$ cat config.mk
export PLATFORM = sky130hd
export DESIGN_NAME = byte_deque_buffer_unit
export DESIGN_NICKNAME = d
export VERILOG_FILES = /design/src/hw/rtl/bdq_pkg.sv /design/src/hw/rtl/bdq_ram.sv /design/src/hw/rtl/bdq_ptr.sv /design/src/hw/rtl/byte_deque_buffer_unit.sv
export SDC_FILE = /design/constraint.sdc
export NUM_CORES = 1
export LEC_CHECK = 0
export BUFFER_PORTS_ARGS = -buffer_cell sky130_fd_sc_hd__buf_2
export CAP_MARGIN = 25
export CORE_MARGIN = 3
export CORE_UTILIZATION = 60
export CTS_BUF_LIST = sky130_fd_sc_hd__clkbuf_8
export DETAILED_ROUTE_END_ITERATION = 16
export PLACE_DENSITY = 0.76
export SETUP_SLACK_MARGIN = 0.02
export SLEW_MARGIN = 20
export SYNTH_ARGS = -nofsm -noshare
export SYNTH_HDL_FRONTEND = slang
export SYNTH_HIERARCHICAL = 1
export SYNTH_SLANG_ARGS = --single-unit
export TNS_END_PERCENT = 20
$ cat constraint.sdc
create_clock -name clk -period 4.2 [get_ports clk]
set_input_delay 0.42 -clock clk [delete_from_list [all_inputs] [get_ports clk]]
set_output_delay 0.42 -clock clk [all_outputs]
set_load 0.1 [all_outputs]
$ cat src/hw/rtl/bdq_pkg.sv
package bdq_pkg;

    localparam int DEPTH = 64;
    localparam int IDX_W = $clog2(DEPTH);
    localparam int CNT_W = $clog2(DEPTH + 1);
    localparam int BYTE_W = 8;

    typedef enum logic [2:0] {
        OP_PUSH_FRONT = 3'd0,
        OP_PUSH_BACK  = 3'd1,
        OP_POP_FRONT  = 3'd2,
        OP_POP_BACK   = 3'd3,
        OP_CLEAR      = 3'd4,
        OP_PEEK       = 3'd5
    } op_t;

    typedef enum logic [1:0] {
        FAULT_NONE      = 2'd0,
        FAULT_OVERFLOW  = 2'd1,
        FAULT_UNDERFLOW = 2'd2
    } fault_t;

    typedef enum logic {
        ST_IDLE,
        ST_LOOKUP
    } state_t;

    typedef struct packed {
        logic [2:0]        func;
        logic [BYTE_W-1:0] letter;
    } req_t;

    typedef struct packed {
        logic [BYTE_W-1:0] front_letter;
        logic [BYTE_W-1:0] back_letter;
        logic [6:0]        entry_total;
        logic              is_empty;
        logic [1:0]        fault;
    } rsp_t;

    typedef struct packed {
        logic              wr_en;
        logic [IDX_W-1:0]  wr_addr;
        logic [BYTE_W-1:0] wr_data;
        logic [IDX_W-1:0]  rd_front;
        logic [IDX_W-1:0]  rd_back;
    } mem_cmd_t;

endpackage

$ cat src/hw/rtl/bdq_ram.sv
module bdq_ram #(
    parameter int DEPTH = 64,
    parameter int WIDTH = 8
) (
    input  logic                     clk,
    input  logic                     wr_en,
    input  logic [$clog2(DEPTH)-1:0] wr_addr,
    input  logic [WIDTH-1:0]         wr_data,
    input  logic                     rd_en,
    input  logic [$clog2(DEPTH)-1:0] rd_addr_a,
    input  logic [$clog2(DEPTH)-1:0] rd_addr_b,
    output logic [WIDTH-1:0]         rd_data_a,
    output logic [WIDTH-1:0]         rd_data_b
);

    logic [WIDTH-1:0] mem [DEPTH];
    logic [WIDTH-1:0] rd_data_a_reg;
    logic [WIDTH-1:0] rd_data_b_reg;

    always_ff @(posedge clk)
    begin
        if (wr_en)
        begin
            mem[wr_addr] <= wr_data;
        end
    end

    // forward a same-cycle write to either read port
    always_ff @(posedge clk)
    begin
        if (rd_en)
        begin
            if (wr_en && (wr_addr == rd_addr_a))
            begin
                rd_data_a_reg <= wr_data;
            end
            else
            begin
                rd_data_a_reg <= mem[rd_addr_a];
            end
            if (wr_en && (wr_addr == rd_addr_b))
            begin
                rd_data_b_reg <= wr_data;
            end
            else
            begin
                rd_data_b_reg <= mem[rd_addr_b];
            end
        end
    end

    assign rd_data_a = rd_data_a_reg;
    assign rd_data_b = rd_data_b_reg;

endmodule

$ cat src/hw/rtl/bdq_ptr.sv
module bdq_ptr
    import bdq_pkg::*;
(
    input  logic             clk,
    input  logic             rst_n,
    input  logic             take,
    input  req_t             req,
    output mem_cmd_t         cmd,
    output logic [CNT_W-1:0] count,
    output fault_t           fault
);

    logic [IDX_W-1:0] front_reg;
    logic [IDX_W-1:0] front_next;
    logic [IDX_W-1:0] back_reg;
    logic [IDX_W-1:0] back_next;
    logic [CNT_W-1:0] count_reg;
    logic [CNT_W-1:0] count_next;
    fault_t           fault_reg;
    fault_t           fault_next;
    logic             wr_en;
    logic [IDX_W-1:0] wr_addr;
    logic [IDX_W-1:0] front_inc;
    logic [IDX_W-1:0] front_dec;
    logic [IDX_W-1:0] back_inc;
    logic [IDX_W-1:0] back_dec;

    assign front_inc = (front_reg == IDX_W'(DEPTH - 1)) ? '0 : front_reg + 1'b1;
    assign front_dec = (front_reg == '0) ? IDX_W'(DEPTH - 1) : front_reg - 1'b1;
    assign back_inc  = (back_reg == IDX_W'(DEPTH - 1)) ? '0 : back_reg + 1'b1;
    assign back_dec  = (back_reg == '0) ? IDX_W'(DEPTH - 1) : back_reg - 1'b1;

    always_comb
    begin
        front_next = front_reg;
        back_next  = back_reg;
        count_next = count_reg;
        fault_next = FAULT_NONE;
        wr_en      = 1'b0;
        wr_addr    = front_reg;
        case (req.func) inside
            OP_PUSH_FRONT, OP_PUSH_BACK:
            begin
                if (count_reg == CNT_W'(DEPTH))
                begin
                    fault_next = FAULT_OVERFLOW;
                end
                else
                begin
                    wr_en      = 1'b1;
                    count_next = count_reg + 1'b1;
                    if (count_reg == '0)
                    begin
                        back_next = front_reg;
                        wr_addr   = front_reg;
                    end
                    else if (req.func == OP_PUSH_FRONT)
                    begin
                        front_next = front_dec;
                        wr_addr    = front_dec;
                    end
                    else
                    begin
                        back_next = back_inc;
                        wr_addr   = back_inc;
                    end
                end
            end
            OP_POP_FRONT, OP_POP_BACK:
            begin
                if (count_reg == '0)
                begin
                    fault_next = FAULT_UNDERFLOW;
                end
                else
                begin
                    count_next = count_reg - 1'b1;
                    if (count_reg == CNT_W'(1))
                    begin
                        back_next = front_reg;
                    end
                    else if (req.func == OP_POP_FRONT)
                    begin
                        front_next = front_inc;
                    end
                    else
                    begin
                        back_next = back_dec;
                    end
                end
            end
            OP_CLEAR:
            begin
                front_next = '0;
                back_next  = '0;
                count_next = '0;
            end
            default:
            begin
            end
        endcase
    end

    always_ff @(posedge clk or negedge rst_n)
    begin
        if (!rst_n)
        begin
            front_reg <= '0;
            back_reg  <= '0;
            count_reg <= '0;
            fault_reg <= FAULT_NONE;
        end
        else if (take)
        begin
            front_reg <= front_next;
            back_reg  <= back_next;
            count_reg <= count_next;
            fault_reg <= fault_next;
        end
    end

    assign cmd.wr_en    = take && wr_en;
    assign cmd.wr_addr  = wr_addr;
    assign cmd.wr_data  = req.letter;
    assign cmd.rd_front = front_next;
    assign cmd.rd_back  = back_next;
    assign count        = count_reg;
    assign fault        = fault_reg;

endmodule

$ cat src/hw/rtl/byte_deque_buffer_unit.sv
// Timing: accepting a request beat moves the block from idle to the lookup state, which
// loads its response beat into the output register when that is empty or being taken.
// No new request is taken until then; the pointer update shares its cycle with the end-slot
// reads of the single-write, dual-read byte memory, whose data lands in its read registers.
// Reset: asynchronous, active low; clears pointers, count and handshake state.
// Memory contents are not cleared; no clearing pass is needed.
module byte_deque_buffer_unit
    import bdq_pkg::*;
(
    input  logic clk,
    input  logic rst_n,
    input  logic req_valid,
    output logic req_stall,
    input  req_t req,
    output logic rsp_valid,
    input  logic rsp_stall,
    output rsp_t rsp
);

    state_t            state_reg;
    state_t            state_next;
    logic              take;
    logic              load;
    mem_cmd_t          cmd;
    logic [CNT_W-1:0]  count;
    fault_t            fault;
    logic [BYTE_W-1:0] front_data;
    logic [BYTE_W-1:0] back_data;
    rsp_t              rsp_reg;
    rsp_t              rsp_next;
    logic              rsp_valid_reg;
    logic              rsp_valid_next;

    bdq_ptr u_ptr (
        .clk   (clk),
        .rst_n (rst_n),
        .take  (take),
        .req   (req),
        .cmd   (cmd),
        .count (count),
        .fault (fault)
    );

    bdq_ram #(
        .DEPTH (DEPTH),
        .WIDTH (BYTE_W)
    ) u_ram (
        .clk       (clk),
        .wr_en     (cmd.wr_en),
        .wr_addr   (cmd.wr_addr),
        .wr_data   (cmd.wr_data),
        .rd_en     (take),
        .rd_addr_a (cmd.rd_front),
        .rd_addr_b (cmd.rd_back),
        .rd_data_a (front_data),
        .rd_data_b (back_data)
    );

    always_comb
    begin
        state_next = state_reg;
        unique case (state_reg)
            ST_IDLE:
            begin
                if (req_valid)
                begin
                    state_next = ST_LOOKUP;
                end
            end
            ST_LOOKUP:
            begin
                if (!rsp_valid_reg || !rsp_stall)
                begin
                    state_next = ST_IDLE;
                end
            end
            default:
            begin
                state_next = ST_IDLE;
            end
        endcase
    end

    always_comb
    begin
        req_stall = 1'b1;
        load      = 1'b0;
        unique case (state_reg)
            ST_IDLE:
            begin
                req_stall = 1'b0;
            end
            ST_LOOKUP:
            begin
                load = !rsp_valid_reg || !rsp_stall;
            end
            default:
            begin
            end
        endcase
    end

    assign take = req_valid && !req_stall;

    always_comb
    begin
        rsp_next.entry_total  = 7'(count);
        rsp_next.is_empty     = (count == '0);
        rsp_next.fault        = fault;
        rsp_next.front_letter = (count == '0) ? '0 : front_data;
        rsp_next.back_letter  = (count == '0) ? '0 : back_data;
    end

    assign rsp_valid_next = load || (rsp_valid_reg && rsp_stall);

    always_ff @(posedge clk or negedge rst_n)
    begin
        if (!rst_n)
        begin
            state_reg     <= ST_IDLE;
            rsp_valid_reg <= 1'b0;
        end
        else
        begin
            state_reg     <= state_next;
            rsp_valid_reg <= rsp_valid_next;
        end
    end

    // hold the beat while stalled
    always_ff @(posedge clk)
    begin
        if (load)
        begin
            rsp_reg <= rsp_next;
        end
    end

    assign rsp_valid = rsp_valid_reg;
    assign rsp       = rsp_reg;

endmodule
After elaboration in Yosys (flattened, before gate mapping)
Memories as Yosys holds them, arrays and structs flattened. A register that Yosys moved wholly into a read port is not among the register bits.
Cells that the tools add are included.

cells by class
  bitwise logic cells = 1
  equal/unequal tests = 10
  reductions and logical operators = 15
  add/sub/neg operators = 6
  multiplexer cells = 44

operators with widths
  operator                                                            number
  6-bit two-way mux                                                   26
  7-bit two-way mux                                                   5
  6-bit by 1-bit adder with 6-bit output, second input constant       2
  6-bit == test, second input constant                                2
  6-bit logical NOT                                                   2
  6-bit by 1-bit subtractor with 6-bit output, second input constant  2
  1-bit two-way mux                                                   9
  7-bit by 1-bit adder with 7-bit output, second input constant       1
  7-bit by 1-bit == test with 1-bit output, second input constant     1
  7-bit == test, second input constant                                1
  7-bit logical NOT                                                   1
  7-bit by 1-bit subtractor with 7-bit output, second input constant  1
  3-bit by 2-bit == test with 1-bit output, second input constant     2
  2-bit two-way mux                                                   3
  4-bit AND reduction                                                 1
  2-bit OR reduction                                                  2
  3-bit by 1-bit == test with 1-bit output, second input constant     1
  3-bit == test, second input constant                                1
  1-bit logical AND                                                   3
  3-bit logical NOT                                                   1
  3-bit inequality test, second input constant                        1
  3-bit nonzero test                                                  1
  1-bit logical NOT                                                   2
  1-bit logical OR                                                    2
  other kinds (3)                                                     3

storage, ports and cells
  memory bits (writable) = 512
  register bits = 49
  word-level logic and storage cells = 88
  input port bits = 15
  memories = 1
  output and inout bits = 28

memory list
  name       words  bits a word  read ports  clocked after memory_dff  write ports  RTL line       source
  u_ram.mem  64     8            2           2                         1            bdq_ram.sv:16  logic [WIDTH-1:0] mem [DEPTH];

Longest topological paths before layout
  word-level depth = 7
  gate-level depth with buffers = 18
  gate-level depth less buffers = 13

Modules after synthesis
Netlist, hierarchy kept.

by module, submodules not included
  module                  area each (um2)  sequential area each (um2)  times used  cells each
  bdq_ram                 25214.2          15855.2                     1           1511
  bdq_ptr                 2667.6           525.5                       1           365
  byte_deque_buffer_unit  1064.8           830.8                       1           53

Worst setup path before layout
No wires, ideal clock.

  path type = register -> register
  start = register state_reg
  end = memory u_ram.mem[48][0], enable pin
  period minus slack after synthesis = 4.035 ns
  arrival time = 3.652 ns
  path buffers = 2
  cell stages (with the launch flop) = 9
  library setup time = 0.383 ns
  data required time = 3.817 ns
  path slack = 0.165 ns
  cells stage by stage = dfrtp_1 nor2b_1 clkbuf_1 nand2_1 nor2_1 clkbuf_1 nand3_1 or3_1 nor3_1

RTL lines
  item                      RTL line                       source
  start: declaration        byte_deque_buffer_unit.sv:20   state_t state_reg;
  start signal: assignment  byte_deque_buffer_unit.sv:125  state_reg <= state_next;
  end: declaration          bdq_ram.sv:16

==> metrics <==
area share of the largest cell type after synthesis=57.5%; setup skew after layout=roughly 0.034 ns; Compound-Gate Fraction of Synth Area=8.42%; CP max stage delay=roughly 0.37 ns; drt first pass iters=5; status=complete, no violations; Slew Limit Headroom=between 30% and 40%; via count=approximately 20k; DPL Wire Length=between 50,000 and 60,000 microns; final max-slew violation count=0; Crit path arrival time=4.49 ns; Cell Chain, Critical Path=inv_1, ha_1, o211a_2, nor4_1, buf_4, nor3_1, a21oi_4, buf_12, buf_12, buf_16, mux2i_1, a22oi_1, nand3_1, nand4_1, a21oi_2, a31oi_1; Tmin final=around 4 ns; area delta synth->final=13.7%; Setup CP Type=reg -> reg; largest family of logic cells by synthesized area=multiplexers; register area share after synthesis=about 59%; Net Count, Synth=1,954; area leader, netlist=edfxtp_1; number of distinct library cells after synthesis=88; pwr/cell area=approximately 760 nW/um^2; Clock Tree Buf Depth=3; Area contributors post-synth=edfxtp_1, mux4_2, mux2i_1; CP startpoint kind=register; Crit path top cell by count=buf_12; Post-synth EDFFs=554; I/O pin total=43; Vias/cell=about 7.0; Chip Width=about 230 microns; Crit Path Max Fanout=60; CTS clk-pin slew, worst paths=approximately 0.06 ns; final WL=approximately 84,000 microns; row cnt=79; WP depth=16; initial antenna violation count=4; Die Ht=roughly 230 microns; Mapped Cells=1,929; Hold Path Stages=3; Port Buffers=42; Synthesis Warnings=6; DR iter-0 viols=around 2.9k; Async S/R FF share, synth=around 4%; Sink Count=577; Leakage=about 0.012 uW; area of the multi-input gates=around 11,000 sq um; Largest register FFs=~510; setup_tns=0 ns; CTS tree=built; placed cell area=approximately 31,000 sq um; CP delay by family, top=buffers and inverters; clk_lat worst skew=~0.69 ns; Final Hold Fails=0; total track usage=roughly a third; Antenna Nets Post-Route=0; Final nets=~2.2k; peak supply drop=a little under 0.0004 V; worst r2r path cells=16; worst min-delay path class=in -> reg; largest net degree at the start of global routing=between 60 and 70; CP endpoint kind=register; vias in the first global route=19.3k; worst reg2reg setup slack=0.13 ns; Worst path slowest cell=dfrtp_1; GRT Residual Overflow=0; Tcrit/Tclk final=between 90% and 100%; FMAX=roughly 250 MHz; syn avg cell area=about 15 sq um; global-route wire length before repair=approximately 120,000 microns; Slew @ Worst Pin=0.925 ns; WL per Instance=between 20 and 30 microns; Placeable Area=47,100 sq um; simple logic cell fraction of the synthesized area=under 10%; max-cap viol count=0; Initial Utilization=61.4%; crit path buf inv count=5; Final GP Congestion=1.02; RSZ-0062 raised after global routing=yes; Post-Syn Area=28,900 sq um; layout cells sized above 1=27.4%; ys flop type=edfxtp_1; #FFs+latches synth=between 500 and 600; Setup violations, final=0; Die Area=50,900 sq um; Layout fillers=approximately 3.2k; xor and xnor area share after synthesis=less than 1%; Final Cell Area=roughly 33,000 sq um; clock root buffer=clkbuf_8; Num CTS Buffers=93; DRC=0; Sequential Area=around 17,000 sq um; multiplexer share of the synthesized area=a little over a fifth; CP Data Required Time=around 4.6 ns; H-tree Lvls=3; Synth Area in Adders=0.432%
[metal layers]
metal / share of wire, % / track usage [%]
met2: 46 / 51.9
met1: 39 / 47.4
met3: 10 / 6.97
met4: 4.3 / 13.8
met5: 0.031 / 0
[report_power, final]
group	internal (uW)	switching, uW
clock	2280	2230
sequential	6740	292
combinational	5700	7920
[timing repair]
item / in CTS / in global routing
endpoints found under the setup margin: 6 / 14
buffers inserted: 3 / 3
gates cloned: 0 / 0
hold endpoints to repair: 25 / 0
pin swaps: 1 / 1
resized for setup: 2 / 17
hold buffers: 2 / 0
[path summary, 6_finish.rpt]
kind	end	startpoint
worst max-delay path	u_ram/rd_data_a[3]	u_ptr/count[0]
worst min-delay path	u_ram/rd_data_b[6]	req[6]
worst max register to register	u_ram/rd_data_a[3]	u_ptr/count[0]
worst min register to register	rsp[1]	u_ptr/fault[1]
max in group asynchronous	u_ptr/back_reg[1]	rst_n
min in group asynchronous	u_ptr/front_reg[4]	rst_n
[worst reg2reg max path, stage by stage (launching register included)]
cell     delay [ns]
dfrtp_1        0.37
inv_1          0.08
ha_1           0.28
o211a_2        0.34
nor4_1         0.29
buf_4          0.18
nor3_1         0.07
a21oi_4        0.16
buf_12         0.20
buf_12         0.22
buf_16         0.34
mux2i_1        0.37
a22oi_1        0.14
nand3_1        0.17
nand4_1        0.23
a21oi_2        0.23
a31oi_1        0.14
[cell usage in the layout (no fill, tap or decap), types with 11 or more instances in the layout]
| cell | netlist | routed |
|---|---|---|
| dfrtp_1 | 23 | 23 |
| buf_4 | 33 | 204 |
| mux4_2 | 146 | 146 |
| o211ai_1 | 19 | 19 |
| nand2b_1 | 14 | 13 |
| a22oi_1 | 103 | 102 |
| clkinv_1 | 1 | 22 |
| inv_1 | 20 | 47 |
| a211oi_1 | 13 | 12 |
| a21oi_1 | 54 | 49 |
| o21ai_0 | 52 | 45 |
| edfxtp_1 | 554 | 554 |
| buf_12 | 0 | 19 |
| nand2_1 | 80 | 79 |
| and2_1 | 11 | 12 |
| mux2i_1 | 260 | 260 |
| mux2_2 | 11 | 11 |
| a31oi_1 | 14 | 14 |
| nor2_1 | 114 | 112 |
| nand4_1 | 13 | 13 |
| xnor2_1 | 11 | 11 |
| clkbuf_8 | 0 | 98 |
| clkinv_2 | 0 | 13 |
| buf_2 | 39 | 41 |
| nand3_1 | 61 | 58 |
[layout make-up]
class | count | area share, %
flip-flops and latches | 577 | 52.3
inverters | 22 | 0.251
multi-input cells | 1170 | 33.2
well taps | 607 | 2.31
clock inverters | 69 | 1.08
repair buffers | 271 | 6.77
diodes | 1 | 0.00760
clock buffers | 98 | 4.10
[logic make-up (layout without fill, tap and decap cells)]
| family | Yosys count | after routing |
|---|---|---|
| DFF | 577 | 577 |
| muxes | 425 | 425 |
| adders and majority gates | 10 | 10 |
| xor gates and xnor gates | 21 | 21 |
| and+or+nand+nor | 368 | 368 |
| AOI/OAI and AO/OA | 346 | 346 |
| buffers and inverters | 182 | 460 |
| other | 0 | 1 |
[Yosys cell counts (14+ instances only)]
cell / number
nand3_1: 61
inv_1: 20
o211ai_1: 19
a22oi_1: 103
edfxtp_1: 554
mux4_2: 146
a31oi_1: 14
mux2i_1: 260
nand2b_1: 14
nor2_1: 114
clkbuf_1: 65
a21oi_1: 54
buf_4: 33
dfrtp_1: 23
nand2_1: 80
o21ai_0: 52
buf_2: 39
[stage by stage]
step           worst slack [ns]  total power, uW  hold WS [ns]  util (%)  cells
6_report                  0.130            25200         0.259      69.8   2815
5_1_grt                 -0.0213            26100         0.239      69.8   2814
4_1_cts                  0.0498            24800         0.196      69.7   2811
3_5_place_dp            -0.0281            20300         0.455      66.0   2639
3_3_place_gp             -0.696            20100         0.442      65.8   2636
2_1_floorplan             0.165            15600         0.124         -   1929
No activity file was read; power rests on OpenSTA's default activity.
